## src/sv/mwtf_pkg.sv

```systemverilog
// ----------------------------------------------------------------------------
// mwtf_pkg
// Shared types and constants of the markup word tokenizer and filter.
// ----------------------------------------------------------------------------
package mwtf_pkg;

	typedef struct packed {
		logic [3:0] min_len;
		logic [3:0] max_len;
		logic [3:0] run_limit;
	} cfg_t;

	typedef enum logic [1:0] {
		REG_MIN_LEN   = 2'd0,
		REG_MAX_LEN   = 2'd1,
		REG_RUN_LIMIT = 2'd2
	} reg_idx_t;

	typedef enum logic {
		OP_BYTE  = 1'b0,
		OP_FLUSH = 1'b1
	} op_t;

	localparam logic [3:0] RST_MIN_LEN   = 4'd4;
	localparam logic [3:0] RST_MAX_LEN   = 4'd14;
	localparam logic [3:0] RST_RUN_LIMIT = 4'd4;

	localparam logic [7:0] CH_TAG_OPEN  = 8'h3C;
	localparam logic [7:0] CH_TAG_CLOSE = 8'h3E;
	localparam logic [7:0] CH_APOS      = 8'h27;
	localparam logic [7:0] CH_LOWER_S   = 8'h73;
	localparam logic [7:0] CH_UPPER_A   = 8'h41;
	localparam logic [7:0] CH_UPPER_Z   = 8'h5A;
	localparam logic [7:0] CH_LOWER_A   = 8'h61;
	localparam logic [7:0] CH_LOWER_Z   = 8'h7A;

	localparam logic [6:0] LETTER_BASE = 7'd97;
	localparam logic [3:0] RUN_MAX     = 4'd15;

	function automatic logic is_vowel(logic [4:0] idx);
		return (idx == 5'd0) || (idx == 5'd4) || (idx == 5'd8) ||
			(idx == 5'd14) || (idx == 5'd20);
	endfunction

endpackage

```

## src/sv/markup_word_tokenizer_filter_core.sv

```systemverilog
// ----------------------------------------------------------------------------
// markup_word_tokenizer_filter_core
// Markup word tokenizer and filter: parses a byte stream, keeps filtered
// words and emits them letter by letter with a last marker.
// ----------------------------------------------------------------------------
// Input: one byte per cycle while the word queue has room (QUEUE_DEPTH words).
// Output: one letter per cycle while word_ready is high; first letter of a kept word
// passes the queue write, then the output register, after the closing item is taken.
// Emission rate: the letter emitter reads one head-word letter per cycle unless stalled.
// Reset is asynchronous: parse state, queue and output valid clear at once,
// registers return to 4 / 14 / 4; the letter buffer is never cleared.
module markup_word_tokenizer_filter_core #(
	parameter int WORD_BUFFER_DEPTH = 14,
	parameter int QUEUE_DEPTH       = 2
) (
	input  logic        clk,
	input  logic        arst_n,
	input  logic        psel,
	input  logic        penable,
	input  logic        pwrite,
	input  logic [3:0]  paddr,
	input  logic [31:0] pwdata,
	output logic [31:0] prdata,
	output logic        pready,
	input  logic        byte_valid,
	output logic        byte_ready,
	input  logic        operation,
	input  logic [7:0]  text_byte,
	output logic        word_valid,
	input  logic        word_ready,
	output logic [6:0]  letter,
	output logic        last
);
	import mwtf_pkg::*;

	localparam int LW = $clog2(WORD_BUFFER_DEPTH + 2);
	localparam int QW = WORD_BUFFER_DEPTH * 5 + LW;

	cfg_t          cfg_q;
	reg_idx_t      reg_idx;
	logic          q_full;
	logic          q_empty;
	logic          push;
	logic          pop;
	logic [QW-1:0] push_data;
	logic [QW-1:0] head_data;

	assign pready  = 1'b1;
	assign reg_idx = reg_idx_t'(paddr[3:2]);

	always_comb begin
		case (reg_idx)
			REG_MIN_LEN:   prdata = {28'd0, cfg_q.min_len};
			REG_MAX_LEN:   prdata = {28'd0, cfg_q.max_len};
			REG_RUN_LIMIT: prdata = {28'd0, cfg_q.run_limit};
			default:       prdata = '0;
		endcase
	end

	always_ff @(posedge clk or negedge arst_n) begin
		if (!arst_n) begin
			cfg_q.min_len   <= RST_MIN_LEN;
			cfg_q.max_len   <= RST_MAX_LEN;
			cfg_q.run_limit <= RST_RUN_LIMIT;
		end else if (psel && penable && pwrite && pready) begin
			case (reg_idx)
				REG_MIN_LEN:   cfg_q.min_len   <= pwdata[3:0];
				REG_MAX_LEN:   cfg_q.max_len   <= pwdata[3:0];
				REG_RUN_LIMIT: cfg_q.run_limit <= pwdata[3:0];
				default:       cfg_q           <= cfg_q;
			endcase
		end
	end

	mwtf_front #(
		.DEPTH (WORD_BUFFER_DEPTH)
	) u_front (
		.clk        (clk),
		.arst_n     (arst_n),
		.cfg        (cfg_q),
		.byte_valid (byte_valid),
		.byte_ready (byte_ready),
		.operation  (operation),
		.text_byte  (text_byte),
		.q_full     (q_full),
		.push       (push),
		.push_data  (push_data)
	);

	mwtf_wordq #(
		.WIDTH (QW),
		.DEPTH (QUEUE_DEPTH)
	) u_wordq (
		.clk       (clk),
		.arst_n    (arst_n),
		.push      (push),
		.push_data (push_data),
		.full      (q_full),
		.pop       (pop),
		.head_data (head_data),
		.empty     (q_empty)
	);

	mwtf_back #(
		.DEPTH (WORD_BUFFER_DEPTH)
	) u_back (
		.clk        (clk),
		.arst_n     (arst_n),
		.head_data  (head_data),
		.q_empty    (q_empty),
		.pop        (pop),
		.word_valid (word_valid),
		.word_ready (word_ready),
		.letter     (letter),
		.last       (last)
	);

endmodule

```

## src/sv/mwtf_front.sv

```systemverilog
// ----------------------------------------------------------------------------
// mwtf_front
// Byte parser: tag skipping, apostrophe handling, word collection and the
// length, vowel and consonant-run filter. Kept words go to the word queue.
// ----------------------------------------------------------------------------
module mwtf_front #(
	parameter int DEPTH = 14,
	localparam int LW = $clog2(DEPTH + 2),
	localparam int QW = DEPTH * 5 + LW
) (
	input  logic               clk,
	input  logic               arst_n,
	input  mwtf_pkg::cfg_t     cfg,
	input  logic               byte_valid,
	output logic               byte_ready,
	input  logic               operation,
	input  logic [7:0]         text_byte,
	input  logic               q_full,
	output logic               push,
	output logic [QW-1:0]      push_data
);
	import mwtf_pkg::*;

	localparam int IW = $clog2(DEPTH);

	logic           inside_tag_q;
	logic           apos_q;
	logic [LW-1:0]  len_q;
	logic           vowel_q;
	logic [3:0]     run_q;
	logic           viol_q;
	logic [4:0]     buf_q [DEPTH];

	logic           accept;
	logic           flush;
	logic           is_upper;
	logic           is_lower;
	logic           is_letter;
	logic           pass;
	logic           do_add;
	logic           do_close;
	logic           keep;
	logic [4:0]     idx;
	logic [3:0]     run_inc;

	assign byte_ready = !q_full;
	assign accept     = byte_valid && byte_ready;
	assign flush      = (operation == OP_FLUSH);
	assign is_upper   = (text_byte >= CH_UPPER_A) && (text_byte <= CH_UPPER_Z);
	assign is_lower   = (text_byte >= CH_LOWER_A) && (text_byte <= CH_LOWER_Z);
	assign is_letter  = is_upper || is_lower;
	assign idx        = is_upper ? 5'(text_byte - CH_UPPER_A) : 5'(text_byte - CH_LOWER_A);
	assign pass       = !flush && (text_byte != CH_TAG_OPEN) && (text_byte != CH_TAG_CLOSE) &&
		!inside_tag_q && !(apos_q && (text_byte == CH_LOWER_S));
	assign do_add     = accept && pass && is_letter;
	assign do_close   = accept && (flush || (pass && !is_letter));
	assign run_inc    = (run_q == RUN_MAX) ? run_q : run_q + 4'd1;

	assign keep = (len_q != '0) && (len_q <= LW'(DEPTH)) &&
		(8'(len_q) >= 8'(cfg.min_len)) && (8'(len_q) <= 8'(cfg.max_len)) &&
		vowel_q && !viol_q;
	assign push = do_close && keep;

	always_comb begin
		push_data = '0;
		for (int k = 0; k < DEPTH; k++) begin
			push_data[k*5 +: 5] = buf_q[k];
		end
		push_data[QW-1 -: LW] = len_q;
	end

	always_ff @(posedge clk or negedge arst_n) begin
		if (!arst_n) begin
			inside_tag_q <= 1'b0;
			apos_q       <= 1'b0;
			len_q        <= '0;
			vowel_q      <= 1'b0;
			run_q        <= '0;
			viol_q       <= 1'b0;
		end else if (accept) begin
			if (flush) begin
				inside_tag_q <= 1'b0;
				apos_q       <= 1'b0;
			end else if (text_byte == CH_TAG_OPEN) begin
				inside_tag_q <= 1'b1;
			end else if (text_byte == CH_TAG_CLOSE) begin
				inside_tag_q <= 1'b0;
			end else if (!inside_tag_q) begin
				if (apos_q && (text_byte == CH_LOWER_S)) begin
					apos_q <= 1'b0;
				end else begin
					apos_q <= (text_byte == CH_APOS);
				end
			end
			if (do_close) begin
				len_q   <= '0;
				vowel_q <= 1'b0;
				run_q   <= '0;
				viol_q  <= 1'b0;
			end else if (do_add) begin
				if (len_q <= LW'(DEPTH)) begin
					len_q <= len_q + LW'(1);
				end
				if (is_vowel(idx)) begin
					vowel_q <= 1'b1;
					run_q   <= '0;
				end else begin
					run_q <= run_inc;
					if (run_inc >= cfg.run_limit) begin
						viol_q <= 1'b1;
					end
				end
			end
		end
	end

	always_ff @(posedge clk) begin
		if (do_add && (len_q < LW'(DEPTH))) begin
			buf_q[len_q[IW-1:0]] <= idx;
		end
	end

endmodule

```

## src/sv/mwtf_wordq.sv

```systemverilog
// ----------------------------------------------------------------------------
// mwtf_wordq
// Small queue of kept words between the parser and the letter emitter.
// ----------------------------------------------------------------------------
module mwtf_wordq #(
	parameter int WIDTH = 74,
	parameter int DEPTH = 2
) (
	input  logic             clk,
	input  logic             arst_n,
	input  logic             push,
	input  logic [WIDTH-1:0] push_data,
	output logic             full,
	input  logic             pop,
	output logic [WIDTH-1:0] head_data,
	output logic             empty
);
	localparam int PW = (DEPTH > 1) ? $clog2(DEPTH) : 1;
	localparam int CW = $clog2(DEPTH + 1);

	logic [WIDTH-1:0] mem_q [DEPTH];
	logic [PW-1:0]    wr_ptr_q;
	logic [PW-1:0]    rd_ptr_q;
	logic [CW-1:0]    cnt_q;

	assign full      = (cnt_q == CW'(DEPTH));
	assign empty     = (cnt_q == '0);
	assign head_data = mem_q[rd_ptr_q];

	always_ff @(posedge clk or negedge arst_n) begin
		if (!arst_n) begin
			wr_ptr_q <= '0;
			rd_ptr_q <= '0;
			cnt_q    <= '0;
		end else begin
			if (push) begin
				wr_ptr_q <= (wr_ptr_q == PW'(DEPTH - 1)) ? '0 : wr_ptr_q + PW'(1);
			end
			if (pop) begin
				rd_ptr_q <= (rd_ptr_q == PW'(DEPTH - 1)) ? '0 : rd_ptr_q + PW'(1);
			end
			if (push && !pop) begin
				cnt_q <= cnt_q + CW'(1);
			end else if (pop && !push) begin
				cnt_q <= cnt_q - CW'(1);
			end
		end
	end

	always_ff @(posedge clk) begin
		if (push) begin
			mem_q[wr_ptr_q] <= push_data;
		end
	end

endmodule

```

## src/sv/mwtf_back.sv

```systemverilog
// ----------------------------------------------------------------------------
// mwtf_back
// Letter emitter: walks the head word of the queue one letter per cycle
// into the output register, unless word_ready stalls it, and marks the final letter.
// ----------------------------------------------------------------------------
module mwtf_back #(
	parameter int DEPTH = 14,
	localparam int LW = $clog2(DEPTH + 2),
	localparam int QW = DEPTH * 5 + LW
) (
	input  logic          clk,
	input  logic          arst_n,
	input  logic [QW-1:0] head_data,
	input  logic          q_empty,
	output logic          pop,
	output logic          word_valid,
	input  logic          word_ready,
	output logic [6:0]    letter,
	output logic          last
);
	import mwtf_pkg::*;

	localparam int IW = $clog2(DEPTH);

	logic [4:0]    letters [DEPTH];
	logic [LW-1:0] len;
	logic [IW-1:0] idx_q;
	logic          valid_q;
	logic [6:0]    letter_q;
	logic          last_q;
	logic          load;
	logic          at_last;

	always_comb begin
		for (int k = 0; k < DEPTH; k++) begin
			letters[k] = head_data[k*5 +: 5];
		end
	end

	assign len     = head_data[QW-1 -: LW];
	assign at_last = ((LW'(idx_q) + LW'(1)) == len);
	assign load    = !q_empty && (!valid_q || word_ready);
	assign pop     = load && at_last;

	assign word_valid = valid_q;
	assign letter     = letter_q;
	assign last       = last_q;

	always_ff @(posedge clk or negedge arst_n) begin
		if (!arst_n) begin
			valid_q <= 1'b0;
			idx_q   <= '0;
		end else if (load) begin
			valid_q <= 1'b1;
			idx_q   <= at_last ? '0 : idx_q + IW'(1);
		end else if (word_ready) begin
			valid_q <= 1'b0;
		end
	end

	always_ff @(posedge clk) begin
		if (load) begin
			letter_q <= LETTER_BASE + {2'b00, letters[idx_q]};
			last_q   <= at_last;
		end
	end

endmodule

```

## config.mk

```make
export PLATFORM = sky130hd
export DESIGN_NAME = markup_word_tokenizer_filter_core
export DESIGN_NICKNAME = d
export VERILOG_FILES = /design/src/sv/mwtf_pkg.sv /design/src/sv/markup_word_tokenizer_filter_core.sv /design/src/sv/mwtf_front.sv /design/src/sv/mwtf_wordq.sv /design/src/sv/mwtf_back.sv
export SDC_FILE = /design/constraint.sdc
export NUM_CORES = 1
export LEC_CHECK = 0
export BUFFER_PORTS_ARGS = -buffer_cell sky130_fd_sc_hd__buf_4
export CORE_MARGIN = 4
export CORE_UTILIZATION = 50
export CTS_BUF_LIST = sky130_fd_sc_hd__clkbuf_4 sky130_fd_sc_hd__clkbuf_8
export CTS_CLUSTER_DIAMETER = 50
export DETAILED_ROUTE_END_ITERATION = 8
export GPL_TIMING_DRIVEN = 0
export PLACE_DENSITY = 0.69
export SYNTH_ARGS = -nofsm -noshare
export SYNTH_HDL_FRONTEND = slang
export SYNTH_SLANG_ARGS = --single-unit
```

## constraint.sdc

```tcl
create_clock -name clk -period 10.1 [get_ports clk]
set_input_delay 1.01 -clock clk [delete_from_list [all_inputs] [get_ports clk]]
set_output_delay 1.01 -clock clk [all_outputs]
set_load 0.05 [all_outputs]
```

==> results.md, run 1 <==
- Outcome: finished, final reports clean
- Worst path slowest cell: nor2b_4
- Initial antenna violation count: 0
- Crit path cell chain: buf_4, inv_1, ha_1, or4b_4, o31a_1, o22ai_2, a31o_2, o2111a_4, nor2b_4, buf_12, buf_12
- Max VDD drop: roughly 0.00010 V
- Synth unique cells: 64
- DRC violations left: 0
- Clock Sinks: approximately 260
- Skew final: around 0.024 ns
- Asr flop ratio synth: 0.1274
- PwrDens: 232.0 nW/um^2
- Max Clock Freq: roughly 230 MHz
- Synthesized area: between 10000 and 15000 um^2
- CP bufs+invs: 4
- Final cycle utilization of the critical path: 0.4273
- GPL Wtd Cong: approximately 0.87
- Hold Crit Class: input port to asynchronous set/reset pin
- Max Cap Viol: 0
- Post-DP HPWL: about 14000 um
- R2R cell count: 8
- TNS Setup: 0 ns
- WP data arrival: roughly 4.5 ns
- Layout area overhead: 14.96%
- Pins over their slew limit: 0
- CTS tree: yes
- CP most frequent cell: buf_12
- RSZ-0062 raised after global routing: false
- Core box area: roughly 21000 um^2
- Site Rows: 53
- Number of buffers created by CTS: 42
- Post-Synthesis Cells: 642
- Post_cts resized: 0
- Final instance area: 12450 um^2
- Worst Max-Slew Pin Slew: between 0.8 and 0.9 ns
- Via density: 5.485
- Reg-to-reg startpoint: u_wordq.cnt_q[0]
- Iter 0 DRT Violations: 440
- GRT overflow: 0
- Crit Path Class: input port to flop
- DP Worst Slack: 5.234 ns
- FILL cells: 1555
- Worst-Skew Late Latency: approximately 0.55 ns
- Initial Util: 0.5120
- FF-to-FF setup slack: about 7.0 ns
- Die width: roughly 160 um
- CP Capture Type: flop
- Die area: about 24000 um^2
- Vias in the first global route: slightly above 6k
- Post-detailed-routing wire length: approximately 21000 um
- Post-synth EDFFs: ~230
- Share of cells above drive strength 1: 0.2683
- Fin. Hold Viols: 0
- Clock Tree Buf Depth: 3
- Critical Path Fanout Max: 32
- Root buffer cell: clkbuf_8
- Static Leak: roughly 4.5 nW
- Cts hold-fix bufs: 0
- I/O Pins: 95
- Clock transition at the registers of the reported paths: approximately 0.060 ns
- Warnings from Yosys: 0
- Antenna Cells: 0
- DR vias: around 5.8k
- Slowest Stage Delay on Critical Path: about 0.53 ns
- Min Hold Slack: between 0.4 and 0.5 ns
- Worst path top cell family by delay: buffers and inverters
- Final net count: just over 800
- Gr usage total: 0.1788
- DR WL/cell: ~20 um
- First-pass iteration count of the detailed router: 4
- Fin worst setup slack: roughly 5.8 ns
- Yosys reg bits: roughly 260
- Worst endpoint required time: approximately 10 ns
- Seq/Total Area, Yosys: 0.7034
- Placed inst area: 11620 um^2
- ANT nets after route: 0
- Largest net degree at the start of global routing: 59
- H-tree Lvls: 2
- First-pass GRT wire length: roughly 33000 um
- Most used DFF post-synth: edfxtp_1
- RR Endpoint: u_wordq.mem_q[0][48]
- Slew headroom: 0.4013
- Final setup vio count: 0
- Post-layout util: 0.5886
- Post-CTS setup buffer count: 0
- Syn Area/Cell: approximately 17 um^2
- Min Tclk post-route: 4.315 ns
- I/O Buffers: 30
- Critical Path Start Type: input port
- Die height: around 160 um
[worst max-delay path by stage]
stage | endpoint | cells after the start | slack (ns) | from
final | u_wordq.mem_q[0][48] | 11 | 5.78 | text_byte[0]
after global routing | u_wordq.mem_q[0][62] | 11 | 5.65 | text_byte[0]
after CTS | u_wordq.mem_q[0][13] | 11 | 5.79 | text_byte[0]
after detailed placement | u_wordq.mem_q[0][58] | 11 | 5.23 | text_byte[0]
after global placement | u_wordq.mem_q[0][29] | 9 | 1.20 | text_byte[0]
after floorplan | u_wordq.mem_q[0][0] | 8 | 3.51 | text_byte[0]
[area by class of cell]
cell class              instances  area (um^2)  share of cell area
flip-flops and latches        259         7619              0.6118
multi-input cells             336         2899              0.2328
plain buffers                  53        369.1             0.02964
well taps                     275        344.1             0.02763
clock inverters                15        95.09            0.007637
inverters                      21        78.83            0.006330
clock buffers                  60        732.0             0.05878
repair buffers                 35        315.3             0.02532
[synthesized netlist by cell type (2+ instances only)]
cell type  number  area [um^2]
a211oi_1        2        15.01
a21o_1          6        45.04
a21oi_1        11        55.05
a22o_1          4        35.03
a311o_1         4        40.04
a31o_2          3        26.28
a31oi_1         3        18.77
a41oi_1         2        17.52
and2_1          3        18.77
and3_1          9        56.30
and4b_1         8        80.08
buf_2           7        35.03
buf_4          34        255.2
buf_6           4        45.04
clkbuf_1        6        22.52
conb_1          2        7.510
dfrtp_1        28        700.7
dfstp_2         5        131.4
edfxtp_1      226         6787
ha_1           24        300.3
inv_1          21        78.83
mux2_2          7        78.83
mux2i_1        24        240.2
mux4_2         32        720.7
nand2_1        39        146.4
nand2b_1        7        43.79
nand3_1        11        55.05
nand3b_1        2        15.01
nand4_1         3        18.77
nor2_1         10        37.54
nor2b_1         5        31.28
nor3_1          8        40.04
nor3b_1         5        37.54
nor4_1          2        12.51
o211ai_1        5        37.54
o21a_1          2        15.01
o21ai_0        19        95.09
o21ai_1         4        20.02
o22ai_1         6        37.54
xnor2_1         8        70.07
xor2_1          8        70.07
[flip-flops by register name (all words and copies together) (netlist names)]
name                  cells
u_back.last               1
u_back.letter             7
cfg_q                    12
u_front.run_q             4
u_front.len_q             4
u_front.viol_q            1
u_wordq.wr_ptr_q          1
u_back.idx_q              4
u_wordq.mem_q           148
u_front.apos_q            1
u_front.inside_tag_q      1
u_wordq.rd_ptr_q          1
u_front.vowel_q           1
u_back.word_valid         1
u_front.buf_q            70
u_wordq.cnt_q             2
[logic make-up after synthesis]
family | count (synthesis) | share of synthesized area
DFF | 259 | 0.7034
muxes | 63 | 0.09599
buffers and inverters | 74 | 0.04135
other | 2 | 0.0006933
adders and majority gates | 24 | 0.02772
and+or+nand+nor | 122 | 0.06423
AOI/OAI and AO/OA | 81 | 0.05164
xor gates and xnor gates | 17 | 0.01502
[worst register-to-register path, delay by kind of cell (launching register included)]
kind	cells	cell delay [ns]
buf+inv	2	0.53
simple gates	4	1.34
compound gates	2	0.51
flops	1	0.42
[placed cells by master, fill, tap and decap left out, drive strengths merged, types with 3 or more instances in the layout]
| master | count |
|---|---|
| nor3 | 8 |
| mux4 | 32 |
| nor2 | 11 |
| o22ai | 7 |
| xor2 | 8 |
| a21o | 6 |
| nor3b | 5 |
| xnor2 | 8 |
| nand3 | 11 |
| and4b | 8 |
| nor4 | 3 |
| a22o | 4 |
| ha | 24 |
| edfxtp | 226 |
| inv | 21 |
| mux2 | 7 |
| o211ai | 5 |
| and2 | 4 |
| o21ai | 23 |
| nand2b | 7 |
| nand4 | 3 |
| a311o | 4 |
| clkinv | 12 |
| nand2 | 39 |
| mux2i | 24 |
| nor2b | 5 |
| a21oi | 11 |
| and3 | 9 |
| a31o | 3 |
| dfstp | 5 |
| clkbuf | 67 |
| dfrtp | 28 |
| buf | 81 |
| a31oi | 3 |
| conb | 29 |
[stage by stage]
step,cells,power [mW]
2_1_floorplan,669,1.823
4_1_cts,1054,2.916
6_report,1054,2.889
3_5_place_dp,979,2.029
5_1_grt,1054,3.035
3_3_place_gp,974,2.002
[metal layers]
metal  routed length, um  global-route usage  up-vias
li1                    -                   -     2649
met1                8765              0.2372     2906
met2               10700              0.2992      188
met3                1238             0.04006       38
met4                 450             0.05336        0
met5                   0                   0        -
[where the power goes]
group	total, mW	internal [mW]	switching, mW	leakage [nW]
Sequential	1.26	1.23	0.0338	2.46
Combinational	0.744	0.299	0.445	1.65
Clock	0.883	0.492	0.391	0.435
Note: power is estimated with default switching activity, not from simulation.
==> run 2, diff against run 1 <==
Clock period 10.1 ns to 4.27 ns, I/O delays scaled along.
==> run 2 against run 1 <==
Effect of this change:
- sequential share of layout area is 0.44 points higher
- worst setup slack got worse by 5.3 ns
- flip-flop and latch count is the same
- non-clock buffer count stayed put
- count of clock-buffer cells in the layout fell by 3
- critical path depth unchanged
- wire length fell by 2.1%
- sequential power is 140% higher
- final area shrank 0.71%
- register-to-register slack lost 5.8 ns
- critical path type unchanged
- largest power group unchanged
- highest routed layer unchanged
==> results.md, run 2 (synthesized netlist as in run 1, its figures left out) <==
- Outcome: finished, final reports clean
- Critical Path Start Type: input port
- Initial antenna violation count: 0 (unchanged)
- Core box area: 21150 um^2 (unchanged)
- Max Cap Viol: 0 (unchanged)
- Commonest non-fill, non-tap cells in the layout: edfxtp_1 (226), buf_4 (64), clkbuf_8 (42)
- Final net count: 824 (unchanged)
- DRC violations left: 0 (unchanged)
- GPL Wtd Cong: 0.8609 (-1.0%)
- Detail Route met2 WL: 10270 um (-4.1%)
- Fin. Hold Viols: 0 (unchanged)
- Crit path from: text_byte[0]
- R2R cell count: 8 (unchanged)
- Antenna Cells: 0 (unchanged)
- Number of buffers created by CTS: 42 (unchanged)
- GRT overflow: 0 (unchanged)
- Worst hold start: pwdata[1]
- Largest register FFs: 148 (unchanged)
- Placed inst area: 11600 um^2 (-0.16%)
- Sequential power share: 0.448 (+0.011)
- Root buffer cell: clkbuf_8
- WP data arrival: 3.94 ns (-0.60 ns)
- Commonest non-fill, non-tap cell in the layout: edfxtp_1
- Final instance area: 12360 um^2 (-0.71%)
- Layout area overhead: 14.14%
- RR Endpoint: u_wordq.mem_q[0][46]
- Die width: 155.2 um (unchanged)
- Pins over their slew limit: 0 (unchanged)
- Final setup vio count: 0 (unchanged)
- Worst-Skew Late Latency: 0.54 ns (about the same)
- Initial Util: 0.5120 (unchanged)
- Psw: 2.013 mW (+130%)
- Hold Crit Class: input port to flop
- I/O Pins: 95 (unchanged)
- Site Rows: 53 (unchanged)
- Routed met1 length: 8799 um (+0.39%)
- Hold depth: 3
- First-pass iteration count of the detailed router: 5 (+1)
- Gr usage total: 0.1770 (-0.001812)
- DR WL/cell: 19.76 um (-1.6%)
- Static Leak: 4.513 nW (-0.79%)
- Wire length on met3: 1205 um (-2.7%)
- CTS tree: yes
- Via density: 5.474 (-0.19%)
- Internal power: 4.653 mW (+130%)
- Critical Path Fanout Max: 32 (unchanged)
- Comb pwr share: 0.263 (+0.006)
- Crit Path Class: input port to flop
- I/O Buffers: 30 (unchanged)
- Die height: 155.2 um (unchanged)
- Max Clock Freq: roughly 270 MHz
- Reg-to-reg startpoint: u_wordq.cnt_q[0]
- Clock transition at the registers of the reported paths: 0.06 ns (about the same)
- Vias in the first global route: 6119 (+0.43%)
- RSZ-0062 raised after global routing: false
- FF-to-FF setup slack: 1.15 ns (-5.81 ns)
- Min Tclk post-route: 3.740 ns
- Max VDD drop: 0.0002338 V (+130%)
- Clock Sinks: 259 (unchanged)
- Total Power: 6.666 mW (+130%)
- CP Capture Type: flop
- H-tree Lvls: 2 (unchanged)
- PwrDens: 539.2 nW/um^2 (+130%)
- Skew final: 0.02957 ns (+0.005233 ns)
- DR vias: 5737 (-0.76%)
- Slew headroom: 0.3636 (-0.03777)
- Die area: 24080 um^2 (unchanged)
- Clock Tree Buf Depth: 3 (unchanged)
- Hold endpoint: cfg_q[1]
- Post-detailed-routing wire length: 20710 um (-2.1%)
- Top sig layer: met4
- First-pass GRT wire length: 33120 um (-0.21%)
- Clock group share of total power: 0.289 (-0.017)
- Post-DP HPWL: 13900 um (-1.9%)
- Iter 0 DRT Violations: 463 (+5.2%)
- Final cycle utilization of the critical path: 0.8759
- TNS Setup: 0 ns (unchanged)
- Worst endpoint required time: 4.47 ns (-5.85 ns)
- Share of cells above drive strength 1: 0.2639 (-0.004386)
- ANT nets after route: 0 (unchanged)
- Worst Max-Slew Pin Slew: 0.9539 ns (+0.05661 ns)
- Sw Ratio: 0.3020 (+0.0008772)
- Largest net degree at the start of global routing: 39 (-34%)
- Largest Register: u_wordq.mem_q
## run 2: timing repair
item | in CTS | in global routing
endpoints found under the setup margin | 0 | 0
resized for setup | 0 | 0
buffers inserted | 0 | 0
endpoints found under the hold margin | 28 | 0
hold buffers | 1 | 0
## run 2: worst max path at each step
stage	cells past startpoint	slack (ns)	endpoint
after floorplan	8	0.52	u_wordq.mem_q[0][0]
after global placement	9	-0.69	u_wordq.mem_q[0][20]
after detailed placement	11	-0.06	u_wordq.mem_q[0][48]
after CTS	11	0.49	u_wordq.mem_q[0][46]
after global routing	11	0.35	u_wordq.mem_q[0][46]
final	11	0.53	u_wordq.mem_q[0][46]
## run 2: layer usage
layer  track usage  up-vias
met5             0        -
met4       0.05211        0
met3       0.03866       36
met2        0.2930      187
met1        0.2386     2871
li1              -     2643
## run 2: final cells by class
type	instances	area (um^2)
Sequential cell	259	7619
Clock buffer	57	690.7
Inverter	21	78.83
Tap cell	275	344.1
Clock inverter	12	56.30
Multi-Input combinational cell	336	2899
Timing Repair Buffer	35	306.5
Buffer	53	369.1
Fill cell	1613	8791
## run 2: power by group through the flow
stage	registers [mW]	clock network, mW	logic (mW)
finish	2.98	1.93	1.75
global route	3.00	2.11	1.90
CTS	2.98	1.98	1.76
detailed placement	3.03	0	1.76
global placement	3.02	0	1.71
floorplan	3.14	0	1.17
## run 2: critical path: stages
cell and delay [ns]:
buf_4 0.13, inv_1 0.49, ha_1 0.39, or4b_4 0.49, o31a_1 0.26, o22ai_2 0.20, a31o_2 0.24, o2111a_4 0.24
nor2b_4 0.54, buf_12 0.27, buf_12 0.24
## run 2: stage by stage
step	worst slack (ns)	std cells	util	hold slack, ns
2_1_floorplan	0.5209	669	-	0.1314
3_3_place_gp	-0.6905	974	0.5442	0.3936
3_5_place_dp	-0.05873	978	0.5483	0.4059
4_1_cts	0.4880	1048	0.5841	0.1155
5_1_grt	0.3514	1048	0.5844	0.1377
6_report	0.5298	1048	0.5844	0.1506
